--- src/hdl/lsr_pkg.sv ---
// ----------------------------------------------------------------------------
// lsr_pkg
// Shared codes, limits and reset values of the LIN slave responder.
// ----------------------------------------------------------------------------
package lsr_pkg;

    localparam int ANSWER_COUNT_DEF = 8;
    localparam int ANSWER_BYTES_DEF = 9;
    localparam int FRAME_MAX        = 64;

    localparam int CFG_DW = 16;
    localparam int CFG_IW = 2;

    localparam logic [CFG_IW-1:0] CFG_RX_ENABLE    = 2'd0;
    localparam logic [CFG_IW-1:0] CFG_FRAME_LIMIT  = 2'd1;
    localparam logic [CFG_IW-1:0] CFG_IDLE_TIMEOUT = 2'd2;

    localparam logic [6:0]  RST_FRAME_LIMIT  = 7'd16;
    localparam logic [15:0] RST_IDLE_TIMEOUT = 16'd2000;

    localparam logic [2:0] CMD_BREAK = 3'd0;
    localparam logic [2:0] CMD_RX    = 3'd1;
    localparam logic [2:0] CMD_TICK  = 3'd2;
    localparam logic [2:0] CMD_TXRDY = 3'd3;
    localparam logic [2:0] CMD_HDR   = 3'd4;
    localparam logic [2:0] CMD_BYTE  = 3'd5;

    localparam logic [1:0] KIND_TX    = 2'd0;
    localparam logic [1:0] KIND_CAP   = 2'd1;
    localparam logic [1:0] KIND_CLOSE = 2'd2;
    localparam logic [1:0] KIND_REJ   = 2'd3;

    localparam logic [1:0] MODE_IDLE  = 2'd0;
    localparam logic [1:0] MODE_BREAK = 2'd1;
    localparam logic [1:0] MODE_DATA  = 2'd2;

    localparam logic [1:0] CHK_CLASSIC  = 2'd1;
    localparam logic [1:0] CHK_ENHANCED = 2'd2;

    localparam logic [7:0] SYNC_BYTE = 8'h55;

endpackage

--- src/hdl/lin_slave_responder_top.sv ---
// ----------------------------------------------------------------------------
// lin_slave_responder_top
// LIN capture and slave answer engine with checksum rebuild.
// ----------------------------------------------------------------------------
// One word is taken at a time. Break, tick, table writes and ignored commands
// that give no result pass through the done state; a word that gives results
// sends its result words one after another, holding while the output stalls.
// A received byte that completes sync and protected id walks the answer
// headers one entry per cycle, up to ANSWER_COUNT entries, and on a match
// reads the first answer byte from the answer store. A transmitter-ready word
// that sends a byte reads it from the store before its result. One that ends
// an answer runs the post-send update over the store's single write port, one
// write per answer byte plus one for the checksum byte when it is rebuilt.
module lin_slave_responder_top
    import lsr_pkg::*;
#(
    parameter int ANSWER_COUNT = ANSWER_COUNT_DEF,
    parameter int ANSWER_BYTES = ANSWER_BYTES_DEF
) (
    input  logic                      i_clk,
    input  logic                      i_rst_n,
    input  logic                      i_cfg_we,
    input  logic [lsr_pkg::CFG_IW-1:0] i_cfg_index,
    input  logic [lsr_pkg::CFG_DW-1:0] i_cfg_data,
    input  logic                      i_in_valid,
    output logic                      o_in_ready,
    input  logic [2:0]                i_cmd,
    input  logic [7:0]                i_rx_byte,
    input  logic [2:0]                i_entry_index,
    input  logic [7:0]                i_entry_id,
    input  logic [3:0]                i_entry_length,
    input  logic [1:0]                i_check_mode,
    input  logic [3:0]                i_byte_position,
    input  logic [7:0]                i_data_value,
    input  logic [7:0]                i_increment_value,
    output logic                      o_out_valid,
    input  logic                      i_out_ready,
    output logic [1:0]                o_kind,
    output logic [7:0]                o_byte_value,
    output logic [6:0]                o_position,
    output logic                      o_frame_with_break,
    output logic                      o_last
);

    localparam int DEPTH = ANSWER_COUNT * ANSWER_BYTES;
    localparam int AW    = (DEPTH > 1) ? $clog2(DEPTH) : 1;
    localparam int IW    = (ANSWER_COUNT > 1) ? $clog2(ANSWER_COUNT) : 1;

    localparam logic [2:0] S_IDLE   = 3'd0;
    localparam logic [2:0] S_DONE   = 3'd1;
    localparam logic [2:0] S_SEARCH = 3'd2;
    localparam logic [2:0] S_RDWAIT = 3'd3;
    localparam logic [2:0] S_EMIT   = 3'd4;
    localparam logic [2:0] S_SWR    = 3'd5;
    localparam logic [2:0] S_SCHK   = 3'd6;

    function automatic logic [AW-1:0] f_addr(logic [IW-1:0] e, logic [3:0] p);
        return AW'(AW'(e) * AW'(ANSWER_BYTES) + AW'(p));
    endfunction

    logic [2:0]  r_state;
    logic        r_rx_en;
    logic [6:0]  r_frame_limit;
    logic [15:0] r_idle_timeout;

    logic [1:0]  r_mode;
    logic [6:0]  r_cnt;
    logic [6:0]  r_size;
    logic [7:0]  r_first;
    logic [7:0]  r_prev;
    logic [15:0] r_ticks;

    logic          r_tx_active;
    logic [IW-1:0] r_tx_entry;
    logic [3:0]    r_tx_pos;
    logic [3:0]    r_tx_len;

    logic [7:0] r_hid   [ANSWER_COUNT];
    logic [3:0] r_hlen  [ANSWER_COUNT];
    logic [1:0] r_hmode [ANSWER_COUNT];

    logic [IW-1:0] r_sidx;
    logic [7:0]    r_pid;
    logic [IW-1:0] r_se;
    logic [3:0]    r_k;
    logic [3:0]    r_slen;
    logic          r_schk;
    logic [7:0]    r_sum;
    logic [7:0]    r_inc;

    logic       r_pend_cap, r_pend_tx, r_pend_cls, r_pend_rej;
    logic [7:0] r_cap_val;
    logic [6:0] r_cap_pos;
    logic [7:0] r_txo_val;
    logic [3:0] r_txo_pos;
    logic [6:0] r_cls_pos;
    logic       r_cls_brk;

    logic       r_ovalid;
    logic [1:0] r_okind;
    logic [7:0] r_oval;
    logic [6:0] r_opos;
    logic       r_obrk;
    logic       r_olast;

    logic          in_acc;
    logic          ram_we;
    logic [AW-1:0] ram_waddr;
    logic [15:0]   ram_wdata;
    logic [AW-1:0] ram_raddr;
    logic [15:0]   ram_rdata;

    logic [6:0]  lim;
    logic [6:0]  cnt_d;
    logic [1:0]  mode_e;
    logic [6:0]  cnt0;
    logic [6:0]  cnt1;
    logic [6:0]  size_e;
    logic [7:0]  first_e;
    logic [15:0] ticks_n;
    logic [7:0]  nd;
    logic [8:0]  sum_a;
    logic [7:0]  sum_n;
    logic        out_free;
    logic [3:0]  k1;

    assign in_acc     = i_in_valid && o_in_ready;
    assign o_in_ready = (r_state == S_IDLE);
    assign out_free   = !r_ovalid || i_out_ready;

    always_comb begin
        if (r_frame_limit == 7'd0) begin
            lim = 7'd1;
        end else if (32'(r_frame_limit) > FRAME_MAX) begin
            lim = 7'(FRAME_MAX);
        end else begin
            lim = r_frame_limit;
        end
        cnt_d   = r_cnt - 7'((r_cnt != 7'd0) && (r_prev == 8'd0));
        mode_e  = (r_mode == MODE_IDLE) ? MODE_DATA : r_mode;
        cnt0    = (r_mode == MODE_IDLE) ? 7'd0 : r_cnt;
        cnt1    = cnt0 + 7'd1;
        size_e  = (r_mode == MODE_IDLE) ? lim : r_size;
        first_e = (cnt0 == 7'd0) ? i_rx_byte : r_first;
        ticks_n = r_ticks + 16'(r_ticks != 16'hFFFF);
        nd      = ram_rdata[15:8] + ram_rdata[7:0];
        sum_a   = {1'b0, r_sum} + {1'b0, nd};
        sum_n   = (sum_a >= 9'h100) ? 8'(sum_a - 9'h0FF) : sum_a[7:0];
        k1      = r_k + 4'd1;
    end

    always_comb begin
        ram_we    = 1'b0;
        ram_waddr = f_addr(r_se, r_k);
        ram_wdata = {nd, ram_rdata[7:0]};
        ram_raddr = f_addr(r_tx_entry, (r_tx_pos < r_tx_len) ? r_tx_pos : 4'd0);
        unique case (r_state)
            S_IDLE: begin
                if (in_acc && i_cmd == CMD_BYTE && 32'(i_entry_index) < ANSWER_COUNT
                    && 32'(i_byte_position) < ANSWER_BYTES) begin
                    ram_we    = 1'b1;
                    ram_waddr = f_addr(IW'(i_entry_index), i_byte_position);
                    ram_wdata = {i_data_value, i_increment_value};
                end
            end
            S_SEARCH: ram_raddr = f_addr(r_sidx, 4'd0);
            S_SWR: begin
                ram_we    = 1'b1;
                ram_raddr = f_addr(r_se, k1);
            end
            S_SCHK: begin
                ram_we    = 1'b1;
                ram_waddr = f_addr(r_se, r_slen - 4'd1);
                ram_wdata = {~r_sum, r_inc};
            end
            default: ;
        endcase
    end

    lsr_answer_ram #(
        .DEPTH(DEPTH),
        .AW   (AW),
        .DW   (16)
    ) u_ram (
        .i_clk  (i_clk),
        .i_we   (ram_we),
        .i_waddr(ram_waddr),
        .i_wdata(ram_wdata),
        .i_raddr(ram_raddr),
        .o_rdata(ram_rdata)
    );

    always_ff @(posedge i_clk) begin
        if (!i_rst_n) begin
            r_rx_en        <= 1'b0;
            r_frame_limit  <= RST_FRAME_LIMIT;
            r_idle_timeout <= RST_IDLE_TIMEOUT;
        end else if (i_cfg_we) begin
            unique case (i_cfg_index)
                CFG_RX_ENABLE:    r_rx_en        <= i_cfg_data[0];
                CFG_FRAME_LIMIT:  r_frame_limit  <= i_cfg_data[6:0];
                CFG_IDLE_TIMEOUT: r_idle_timeout <= i_cfg_data[15:0];
                default: ;
            endcase
        end
    end

    always_ff @(posedge i_clk) begin
        if (!i_rst_n) begin
            r_state     <= S_IDLE;
            r_mode      <= MODE_IDLE;
            r_cnt       <= 7'd0;
            r_size      <= RST_FRAME_LIMIT;
            r_first     <= 8'd0;
            r_prev      <= 8'd0;
            r_ticks     <= 16'd0;
            r_tx_active <= 1'b0;
            r_tx_entry  <= '0;
            r_tx_pos    <= 4'd0;
            r_tx_len    <= 4'd0;
            r_pend_cap  <= 1'b0;
            r_pend_tx   <= 1'b0;
            r_pend_cls  <= 1'b0;
            r_pend_rej  <= 1'b0;
            r_ovalid    <= 1'b0;
            for (int i = 0; i < ANSWER_COUNT; i++) begin
                r_hid[i]   <= 8'd0;
                r_hlen[i]  <= 4'd0;
                r_hmode[i] <= 2'd0;
            end
        end else begin
            if (r_ovalid && i_out_ready) begin
                r_ovalid <= 1'b0;
            end
            unique case (r_state)
                S_IDLE: begin
                    if (in_acc) begin
                        r_state <= S_DONE;
                        unique case (i_cmd)
                            CMD_BREAK: begin
                                if (r_mode == MODE_IDLE || cnt_d != 7'd0) begin
                                    if (r_mode != MODE_IDLE) begin
                                        r_pend_cls <= 1'b1;
                                        r_cls_pos  <= cnt_d;
                                        r_cls_brk  <= (r_mode == MODE_BREAK);
                                        r_state    <= S_EMIT;
                                    end
                                    r_ticks <= 16'd0;
                                    if (r_rx_en) begin
                                        r_size <= lim;
                                        r_cnt  <= 7'd0;
                                        r_mode <= MODE_BREAK;
                                    end else begin
                                        r_cnt  <= cnt_d;
                                        r_mode <= MODE_IDLE;
                                    end
                                end else begin
                                    r_cnt   <= 7'd0;
                                    r_mode  <= MODE_BREAK;
                                    r_ticks <= 16'd0;
                                end
                            end
                            CMD_RX: begin
                                if (r_mode != MODE_IDLE || r_rx_en) begin
                                    r_first    <= first_e;
                                    r_prev     <= i_rx_byte;
                                    r_pend_cap <= 1'b1;
                                    r_cap_val  <= i_rx_byte;
                                    r_cap_pos  <= cnt0;
                                    r_cnt      <= cnt1;
                                    r_size     <= size_e;
                                    r_ticks    <= 16'd0;
                                    if (cnt1 >= size_e) begin
                                        r_mode     <= MODE_IDLE;
                                        r_pend_cls <= 1'b1;
                                        r_cls_pos  <= cnt1;
                                        r_cls_brk  <= (mode_e == MODE_BREAK);
                                    end else begin
                                        r_mode <= mode_e;
                                    end
                                    if (mode_e == MODE_BREAK && cnt1 == 7'd2
                                        && first_e == SYNC_BYTE && !r_tx_active) begin
                                        r_sidx  <= '0;
                                        r_pid   <= i_rx_byte;
                                        r_state <= S_SEARCH;
                                    end else begin
                                        r_state <= S_EMIT;
                                    end
                                end
                            end
                            CMD_TICK: begin
                                if (r_mode != MODE_IDLE) begin
                                    r_ticks <= ticks_n;
                                    if (ticks_n >= r_idle_timeout) begin
                                        r_pend_cls <= 1'b1;
                                        r_cls_pos  <= r_cnt;
                                        r_cls_brk  <= (r_mode == MODE_BREAK);
                                        r_mode     <= MODE_IDLE;
                                        r_ticks    <= 16'd0;
                                        r_state    <= S_EMIT;
                                    end
                                end
                            end
                            CMD_TXRDY: begin
                                if (r_tx_active) begin
                                    if (r_tx_pos >= r_tx_len) begin
                                        r_tx_active <= 1'b0;
                                        r_se        <= r_tx_entry;
                                        r_k         <= 4'd0;
                                        r_slen      <= r_hlen[r_tx_entry];
                                        r_schk      <= (r_hmode[r_tx_entry] == CHK_CLASSIC)
                                                    || (r_hmode[r_tx_entry] == CHK_ENHANCED);
                                        r_sum       <= (r_hmode[r_tx_entry] == CHK_ENHANCED)
                                                    ? r_hid[r_tx_entry] : 8'd0;
                                        if (r_hlen[r_tx_entry] != 4'd0) begin
                                            r_state <= S_SWR;
                                        end
                                    end else begin
                                        r_txo_pos <= r_tx_pos;
                                        r_tx_pos  <= r_tx_pos + 4'd1;
                                        r_state   <= S_RDWAIT;
                                    end
                                end
                            end
                            CMD_HDR: begin
                                if (32'(i_entry_index) >= ANSWER_COUNT
                                    || 32'(i_entry_length) > ANSWER_BYTES) begin
                                    r_pend_rej <= 1'b1;
                                    r_state    <= S_EMIT;
                                end else begin
                                    r_hid[IW'(i_entry_index)]   <= i_entry_id;
                                    r_hlen[IW'(i_entry_index)]  <= i_entry_length;
                                    r_hmode[IW'(i_entry_index)] <= i_check_mode;
                                end
                            end
                            CMD_BYTE: begin
                                if (32'(i_entry_index) >= ANSWER_COUNT
                                    || 32'(i_byte_position) >= ANSWER_BYTES) begin
                                    r_pend_rej <= 1'b1;
                                    r_state    <= S_EMIT;
                                end
                            end
                            default: ;
                        endcase
                    end
                end
                S_DONE: r_state <= S_IDLE;
                S_SEARCH: begin
                    if (r_hid[r_sidx] == r_pid && r_hlen[r_sidx] != 4'd0) begin
                        r_tx_active <= 1'b1;
                        r_tx_entry  <= r_sidx;
                        r_tx_len    <= r_hlen[r_sidx];
                        r_tx_pos    <= 4'd1;
                        r_txo_pos   <= 4'd0;
                        r_state     <= S_RDWAIT;
                    end else if (32'(r_sidx) == ANSWER_COUNT - 1) begin
                        r_state <= S_EMIT;
                    end else begin
                        r_sidx <= r_sidx + IW'(1);
                    end
                end
                S_RDWAIT: begin
                    r_pend_tx <= 1'b1;
                    r_txo_val <= ram_rdata[15:8];
                    r_state   <= S_EMIT;
                end
                S_EMIT: begin
                    if (out_free) begin
                        r_ovalid <= r_pend_cap || r_pend_tx || r_pend_cls || r_pend_rej;
                        r_obrk   <= 1'b0;
                        r_oval   <= 8'd0;
                        r_opos   <= 7'd0;
                        if (r_pend_cap) begin
                            r_pend_cap <= 1'b0;
                            r_okind    <= KIND_CAP;
                            r_oval     <= r_cap_val;
                            r_opos     <= r_cap_pos;
                            r_olast    <= !(r_pend_tx || r_pend_cls);
                            if (!(r_pend_tx || r_pend_cls)) r_state <= S_IDLE;
                        end else if (r_pend_tx) begin
                            r_pend_tx <= 1'b0;
                            r_okind   <= KIND_TX;
                            r_oval    <= r_txo_val;
                            r_opos    <= 7'(r_txo_pos);
                            r_olast   <= !r_pend_cls;
                            if (!r_pend_cls) r_state <= S_IDLE;
                        end else if (r_pend_cls) begin
                            r_pend_cls <= 1'b0;
                            r_okind    <= KIND_CLOSE;
                            r_opos     <= r_cls_pos;
                            r_obrk     <= r_cls_brk;
                            r_olast    <= 1'b1;
                            r_state    <= S_IDLE;
                        end else begin
                            r_pend_rej <= 1'b0;
                            r_okind    <= KIND_REJ;
                            r_olast    <= 1'b1;
                            r_state    <= S_IDLE;
                        end
                    end
                end
                S_SWR: begin
                    r_inc <= ram_rdata[7:0];
                    r_k   <= k1;
                    if (k1 < r_slen) begin
                        r_sum <= sum_n;
                    end else begin
                        r_state <= r_schk ? S_SCHK : S_IDLE;
                    end
                end
                S_SCHK: r_state <= S_IDLE;
                default: r_state <= S_IDLE;
            endcase
        end
    end

    assign o_out_valid        = r_ovalid;
    assign o_kind             = r_okind;
    assign o_byte_value       = r_oval;
    assign o_position         = r_opos;
    assign o_frame_with_break = r_obrk;
    assign o_last             = r_olast;

endmodule

--- src/hdl/lsr_answer_ram.sv ---
// ----------------------------------------------------------------------------
// lsr_answer_ram
// Answer byte store: one write port, one read port with registered data.
// ----------------------------------------------------------------------------
module lsr_answer_ram #(
    parameter int DEPTH = 72,
    parameter int AW    = 7,
    parameter int DW    = 16
) (
    input  logic          i_clk,
    input  logic          i_we,
    input  logic [AW-1:0] i_waddr,
    input  logic [DW-1:0] i_wdata,
    input  logic [AW-1:0] i_raddr,
    output logic [DW-1:0] o_rdata
);

    logic [DW-1:0] r_mem [DEPTH];

    always_ff @(posedge i_clk) begin
        if (i_we) begin
            r_mem[i_waddr] <= i_wdata;
        end
    end

    always_ff @(posedge i_clk) begin
        o_rdata <= r_mem[i_raddr];
    end

endmodule

--- config.mk ---
export PLATFORM = sky130hd
export DESIGN_NAME = lin_slave_responder_top
export DESIGN_NICKNAME = d
export VERILOG_FILES = /design/src/hdl/lsr_pkg.sv /design/src/hdl/lin_slave_responder_top.sv /design/src/hdl/lsr_answer_ram.sv
export SDC_FILE = /design/constraint.sdc
export NUM_CORES = 2
export LEC_CHECK = 0
export ABC_AREA = 1
export BUFFER_PORTS_ARGS = -buffer_cell sky130_fd_sc_hd__buf_2
export CAP_MARGIN = 20
export CORE_MARGIN = 2
export CORE_UTILIZATION = 40
export DETAILED_ROUTE_END_ITERATION = 10
export SYNTH_ARGS = -nofsm -noshare
export SYNTH_HDL_FRONTEND = slang
export SYNTH_SLANG_ARGS = --single-unit
--- constraint.sdc ---
create_clock -name i_clk -period 5.4 [get_ports i_clk]
set_clock_uncertainty 0.1 [all_clocks]
set_input_delay 0.54 -clock i_clk [delete_from_list [all_inputs] [get_ports i_clk]]
set_output_delay 0.54 -clock i_clk [all_outputs]
set_load 0.01 [all_outputs]
# Word level (Yosys, flattened, before mapping)
# Memories as Yosys holds them, arrays and structs flattened. A register that Yosys moved wholly into a read port is not among the register bits.
# Cells that the tools add are included.
dict set report word_totals {
  elab_cells 379
  memories 4
  ff_bits 185
  out_inout_bits 21
  ramBits 1264
  in_bits 71
}
dict set report classes {
  order_cmp 10
  muxes 175
  multipliers 4
  add_sub_neg 15
  n_eq_ne 58
  n_bitwise 2
  reduce_logical 72
}
# name words word_bits read_ports rd_clocked_by_memory_dff wr line
set mem_list {}
lappend mem_list {u_ram.r_mem 72 16 1 1 1 lsr_answer_ram.sv:18} ;# logic [DW-1:0] r_mem [DEPTH];
lappend mem_list {r_hid 8 8 2 2 8 lin_slave_responder_top.sv:78} ;# logic [7:0] r_hid [ANSWER_COUNT];
lappend mem_list {r_hlen 8 4 2 2 8 lin_slave_responder_top.sv:79} ;# logic [3:0] r_hlen [ANSWER_COUNT];
lappend mem_list {r_hmode 8 2 1 1 8 lin_slave_responder_top.sv:80} ;# logic [1:0] r_hmode [ANSWER_COUNT];
# operator count
set ops {}
lappend ops {{$mux W7} 20}
lappend ops {{$mux W3} 38}
lappend ops {{$mux W8} 11}
lappend ops {{$mux W16} 4}
lappend ops {{$mux W4} 16}
lappend ops {{$pmux W7 S2} 4}
lappend ops {{$mux W1} 55}
lappend ops {{$pmux W16 S3} 1}
lappend ops {{$reduce_and A6 Y1} 7}
lappend ops {{$add A7 B4 Y7} 5}
lappend ops {{$ne A2 B2 Y1 const B} 17}
lappend ops {{$pmux W16 S2} 1}
lappend ops {{$mul A3 B4 Y7 const B} 4}
lappend ops {{$ne A3 B3 Y1 const B} 9}
lappend ops {{$pmux W4 S2} 3}
lappend ops {{$pmux W7 S3} 1}
lappend ops {{$eq A3 B3 Y1 const B} 6}
lappend ops {{$pmux W3 S6} 1}
lappend ops {{$add A16 B1 Y16} 1}
lappend ops {{$ge A16 B16 Y1} 1}
lappend ops {{$ne A16 B16 Y1 const B} 1}
lappend ops {{$pmux W8 S2} 1}
lappend ops {{$pmux W3 S5} 1}
lappend ops {{$reduce_and A5 Y1} 3}
lappend ops {{other kinds (58)} 125}

# Depth between registers and ports, before layout
dict set report depth {
  ltp_word 13
  ltp_mapped 24
  mapped_depth_nobuf 24
}

# Cells and area by module
# From an unflattened synthesis, not the netlist that was laid out.
dict set report hier_totals {
  hier_cells 6232
  hier_area_um2 65480.3
}
# mod cells_per_inst seq_area_each_um2 area_per_inst_um2 instances
set modules_own_cells {}
lappend modules_own_cells {lsr_answer_ram 3926 34913.5 47449.3 1}
lappend modules_own_cells {lin_slave_responder_top 2306 8117.8 18031.0 1}

# Worst setup path after synthesis
# OpenSTA, ideal clock, no wires.
dict set report synth_path {
  path_type {reg-to-reg}
  start {register u_ram.o_rdata[0], read port of u_ram.r_mem}
  end {memory u_ram.r_mem[0][14] (data pin)}
  setup_time_ps 611
  path_slack_ps 1131
  stages_incl_launch_ff 10
  arrival_ps 3557
  required_ps 4689
  path_buffers 0
  synth_period_minus_slack_ps 4269
  cell_sequence {dfxtp_1 ha_1 fa_1 a21oi_1 o21bai_1 nand2_1 nand2_1 a21oi_1 xor2_1 o221ai_1}
}
dict set report synth_via {
  elab_chain_cells 3
}
# item line
set synth_lines {}
lappend synth_lines {{start, declared} lsr_answer_ram.sv:15} ;# output logic [DW-1:0] o_rdata
lappend synth_lines {{$add A8 B8 Y8 *} lin_slave_responder_top.sv:146} ;# nd = ram_rdata[15:8] + ram_rdata[7:0];
lappend synth_lines {{$mux W16} lin_slave_responder_top.sv:159} ;# if (in_acc && i_cmd == CMD_BYTE && 32'(i_entry_index) < ANSWER_COUNT
lappend synth_lines {{$pmux W16 S2 *} lin_slave_responder_top.sv:157} ;# unique case (r_state)
lappend synth_lines {{via ram_wdata[14]} lin_slave_responder_top.sv:109} ;# logic [15:0] ram_wdata;
lappend synth_lines {{end, declared} lsr_answer_ram.sv:18}
# Mark *: on every way through the listed nets, which the timed path passes. The rest lies on a longest branch.

# Final worst setup path
dict set report layout_path {
  start {register r_ticks[10]}
  end {register r_cls_brk, enable pin}
}
dict set report layout_via {
  elab_chain_cells 5
}
# item line
set layout_lines {}
lappend layout_lines {{start, declared} lin_slave_responder_top.sv:71} ;# logic [15:0] r_ticks;
lappend layout_lines {{start signal, assigned} lin_slave_responder_top.sv:293} ;# r_ticks <= ticks_n;
lappend layout_lines {{$ne A16 B16 Y1} lin_slave_responder_top.sv:145} ;# ticks_n = r_ticks + 16'(r_ticks != 16'hFFFF);
lappend layout_lines {{$add A16 B1 Y16 *} lin_slave_responder_top.sv:145}
lappend layout_lines {{$ge A16 B16 Y1 *} lin_slave_responder_top.sv:294} ;# if (ticks_n >= r_idle_timeout) begin
lappend layout_lines {{$ne A2 B2 Y1 (no source line) *} n/a}
lappend layout_lines {{$reduce_and A10 Y1 (no source line) *} n/a}
lappend layout_lines {{end signal, assigned} lin_slave_responder_top.sv:245} ;# r_cls_brk <= (r_mode == MODE_BREAK);
lappend layout_lines {{end signal, assigned} lin_slave_responder_top.sv:277} ;# r_cls_brk <= (mode_e == MODE_BREAK);
lappend layout_lines {{end signal, assigned} lin_slave_responder_top.sv:297} ;# r_cls_brk <= (r_mode == MODE_BREAK);
lappend layout_lines {{end, declared} lin_slave_responder_top.sv:97} ;# logic r_cls_brk;
# Every way passes the cells marked *; elsewhere a longest branch is shown, timed or not.
# A chain may end at the register's enable or synchronous reset.

==> metrics.yaml <==
async_reset_ff_share_pct: 0
routed.top_layer: "met5"
dr_wl_met3_mm: 15.9
grt_max_degree: 173
route.vias.total: 48500
routed_wl_mm: 196
cts_buffer_depth: 3
area_growth_pct: 13.8
period_needed_ns: 4.66
dieArea_sq_um: 171000
met2_length_mm: 92.2
syn_inst: 6623
h-tree-depth: 4
rsz0062_at_grt: "false"
drc: 0
slew_viol_final: 0
mostFrequentLayoutCells: "nand2_1 (1571), edfxtp_1 (1357), nand3_1 (959)"
drt-initial-drc-count: 5303
cts_tree: "built"
place_hpwl_mm: 121
post_cts.repair.setup_buffers: 0
power_leakage_uw: 0.0306
status: "completed"
tns_ns: 0
num_rows: 150
fmax_ghz: 0.214
yosys.area_share.simple_pct: 21.2
ir_drop_mv: 0.356
r2r-start: "r_ticks[10]"
worstHoldPathType: "in -> reg"
core-area_sq_um: 167000
fin_ws_ns: 0.737
synth_nets: 6788
final_common_cell: "nand2_1"
synthAdderAreaFrac_pct: 1.83
hold_slack_ns: 0.0876
antenna_found_initial: 8
grt_pass1_vias: 45300
endpoint_kind: "flip-flop"
cts-root-buf: "clkbuf_16"
cts_hold_buf: 28
worstSetupStartpoint: "r_ticks[10]"
cts-resized-gates: 0
cts_buffers: 159
antenna_left: 0
fin_nets: 6914
track_usage_pct: 22.6
synth_seq_cells: 1471
setup.worst_path.class: "reg -> reg"
dr.pass1.iters: 8
hold_viol: 0
r2r_end: "r_cls_brk"
gp_congestion: 0.923
grt_pass1_wl_mm: 291
die_width_microns: 413
period_share_pct: 86.4
synth_compound_area_share_pct: 5.04
start_util_pct: 40.2
synth-xor-area-share_pct: 0.536
num_io_pins: 92
wire_per_inst_microns: 21.6
clock_latency_ns: 0.81
worst_pin_slew_ns: 1.24
rrSetupSlack_ns: 0.74
syn_area_sq_um: 67000
clk_pin_slew_ns: 0.06
synthDistinctLibCells: 51
finalSetupViolCount: 0
synth-seq-area-share_pct: 64.2
die_h_microns: 413
crit_arrival_ns: 4.99
synth_enable_flop_cells: 1357
synth_top_family_by_area: "simple AND/OR/NAND/NOR gates"
yosys_warnings: 0
clock_sinks: 1471
crit_end: "r_cls_brk"
yosys-mux-area-fraction_pct: 0
rr_worst_depth: 19
post_route_cells_drive_above_1_share_pct: 8.22
worst_ep_required_time_ns: 5.73
relSlewSlack_pct: 17.4
met1Wirelength_mm: 82.3
power_density_nw_per_um2: 362
grt_overflow: 0
crit_fanout: 8
avgViaCountPerCell: 5.34
synthFlopType: "edfxtp_1"
place.port_buffers: 91
startpoint_type: "flip-flop"
dpl_worst_slack_ns: 0.727
max-cap-violations: 0
post_synth.cell_area_avg_sq_um: 10.1
[worst min path at each step]
stage | cells past startpoint | endpoint | startpoint
floorplan | 0 | r_txo_val[0] | u_ram.o_rdata[8]
global placement | 2 | r_size[1] | r_size[1]
detailed placement | 2 | r_size[1] | r_size[1]
CTS | 3 | r_hid[4][1] | i_entry_id[1]
global route | 3 | r_hid[4][1] | i_entry_id[1]
finish | 3 | r_hid[0][1] | i_entry_id[1]
[report_power, final]
group	leakage, uW	internal [uW]	switching [uW]	total, uW
registers	0.0133	13400	87.8	13400
clock network	0.00253	6330	4690	11000
logic	0.0148	657	2470	3120
total	0.0306	20300	7240	27600
[cells in the mapped netlist (6+ instances only)]
cell	instances	share of area (%)
nand2_1	1571	8.8
edfxtp_1	1357	61
nand3_1	968	7.2
inv_1	852	4.8
nor2_1	479	2.7
o21ai_0	182	1.4
nand3b_1	166	1.9
buf_2	165	1.2
a21oi_1	131	0.98
clkbuf_1	129	0.72
o211ai_1	123	1.4
dfxtp_1	114	3.4
ha_1	87	1.6
buf_1	40	0.22
o32ai_1	30	0.39
xor2_1	29	0.38
o221ai_1	21	0.27
nor3_1	17	0.13
a22oi_1	16	0.18
inv_2	14	0.078
nand4_1	14	0.13
xnor2_1	12	0.16
clkinv_1	10	0.056
a31oi_1	9	0.084
or2_2	9	0.084
buf_4	7	0.078
fa_1	7	0.21
nand2_2	7	0.065
nor4_1	6	0.056
[worst max-delay path, stage by stage (launching register included)]
cell     delay [ns]
dfxtp_1        0.35
nand2_1        0.12
nor2_1         0.07
nand4_1        0.08
or2_2          0.12
ha_1           0.16
and3_1         0.20
nand2_1        0.08
nor4_1         0.40
nand2_1        0.16
nor2_1         0.20
nand3_1        0.12
xnor2_1        0.16
ha_1           0.30
nand2_1        0.07
nor4_1         0.46
nand2_1        0.13
nand4_1        0.25
nand4_1        0.19
nor2_1         0.57
[layout make-up]
class	instances	area, sq um
Sequential cell	1471	43000
Clock inverter	87	1000
Tap cell	2204	2760
Inverter	876	3310
Fill cell	15300	90600
Antenna cell	3	7.51
Clock buffer	199	4230
Timing Repair Buffer	310	2470
Multi-Input combinational cell	3931	19400
[metal layers]
metal / global-route usage (%) / up-vias
met3: 3.71 / 327
met4: 7.27 / 2
met1: 31.1 / 23500
met2: 36.6 / 2036
li1: - / 22600
met5: 0 / -
[state kept, by name (all words and copies together) (netlist names), 16 cells and up, named ones only]
signal and cells:
r_ticks 16, r_hlen 32, r_idle_timeout 16, u_ram.o_rdata 16, r_hmode 16, u_ram.r_mem 1152
r_hid 64
[cell families (layout without fill, tap and decap cells)]
family / Yosys count / count (layout)
flops: 1471 / 1471
compound gates: 546 / 546
buf+inv: 1221 / 1472
simple gates: 3250 / 3250
fa+ha+maj: 94 / 94
other cells: 0 / 3
xor+xnor: 41 / 41
[through the flow]
step,utilization [%],cell area (sq um),total power (uW),std cells
floorplan,-,67000,15300,6623
global placement,42.4,70700,16700,8761
detailed placement,42.4,70700,16700,8762
CTS,45.7,76200,27700,9076
global route,45.7,76300,28400,9078
finish,45.7,76300,27600,9081
Note: power is estimated with default switching activity, not from simulation.
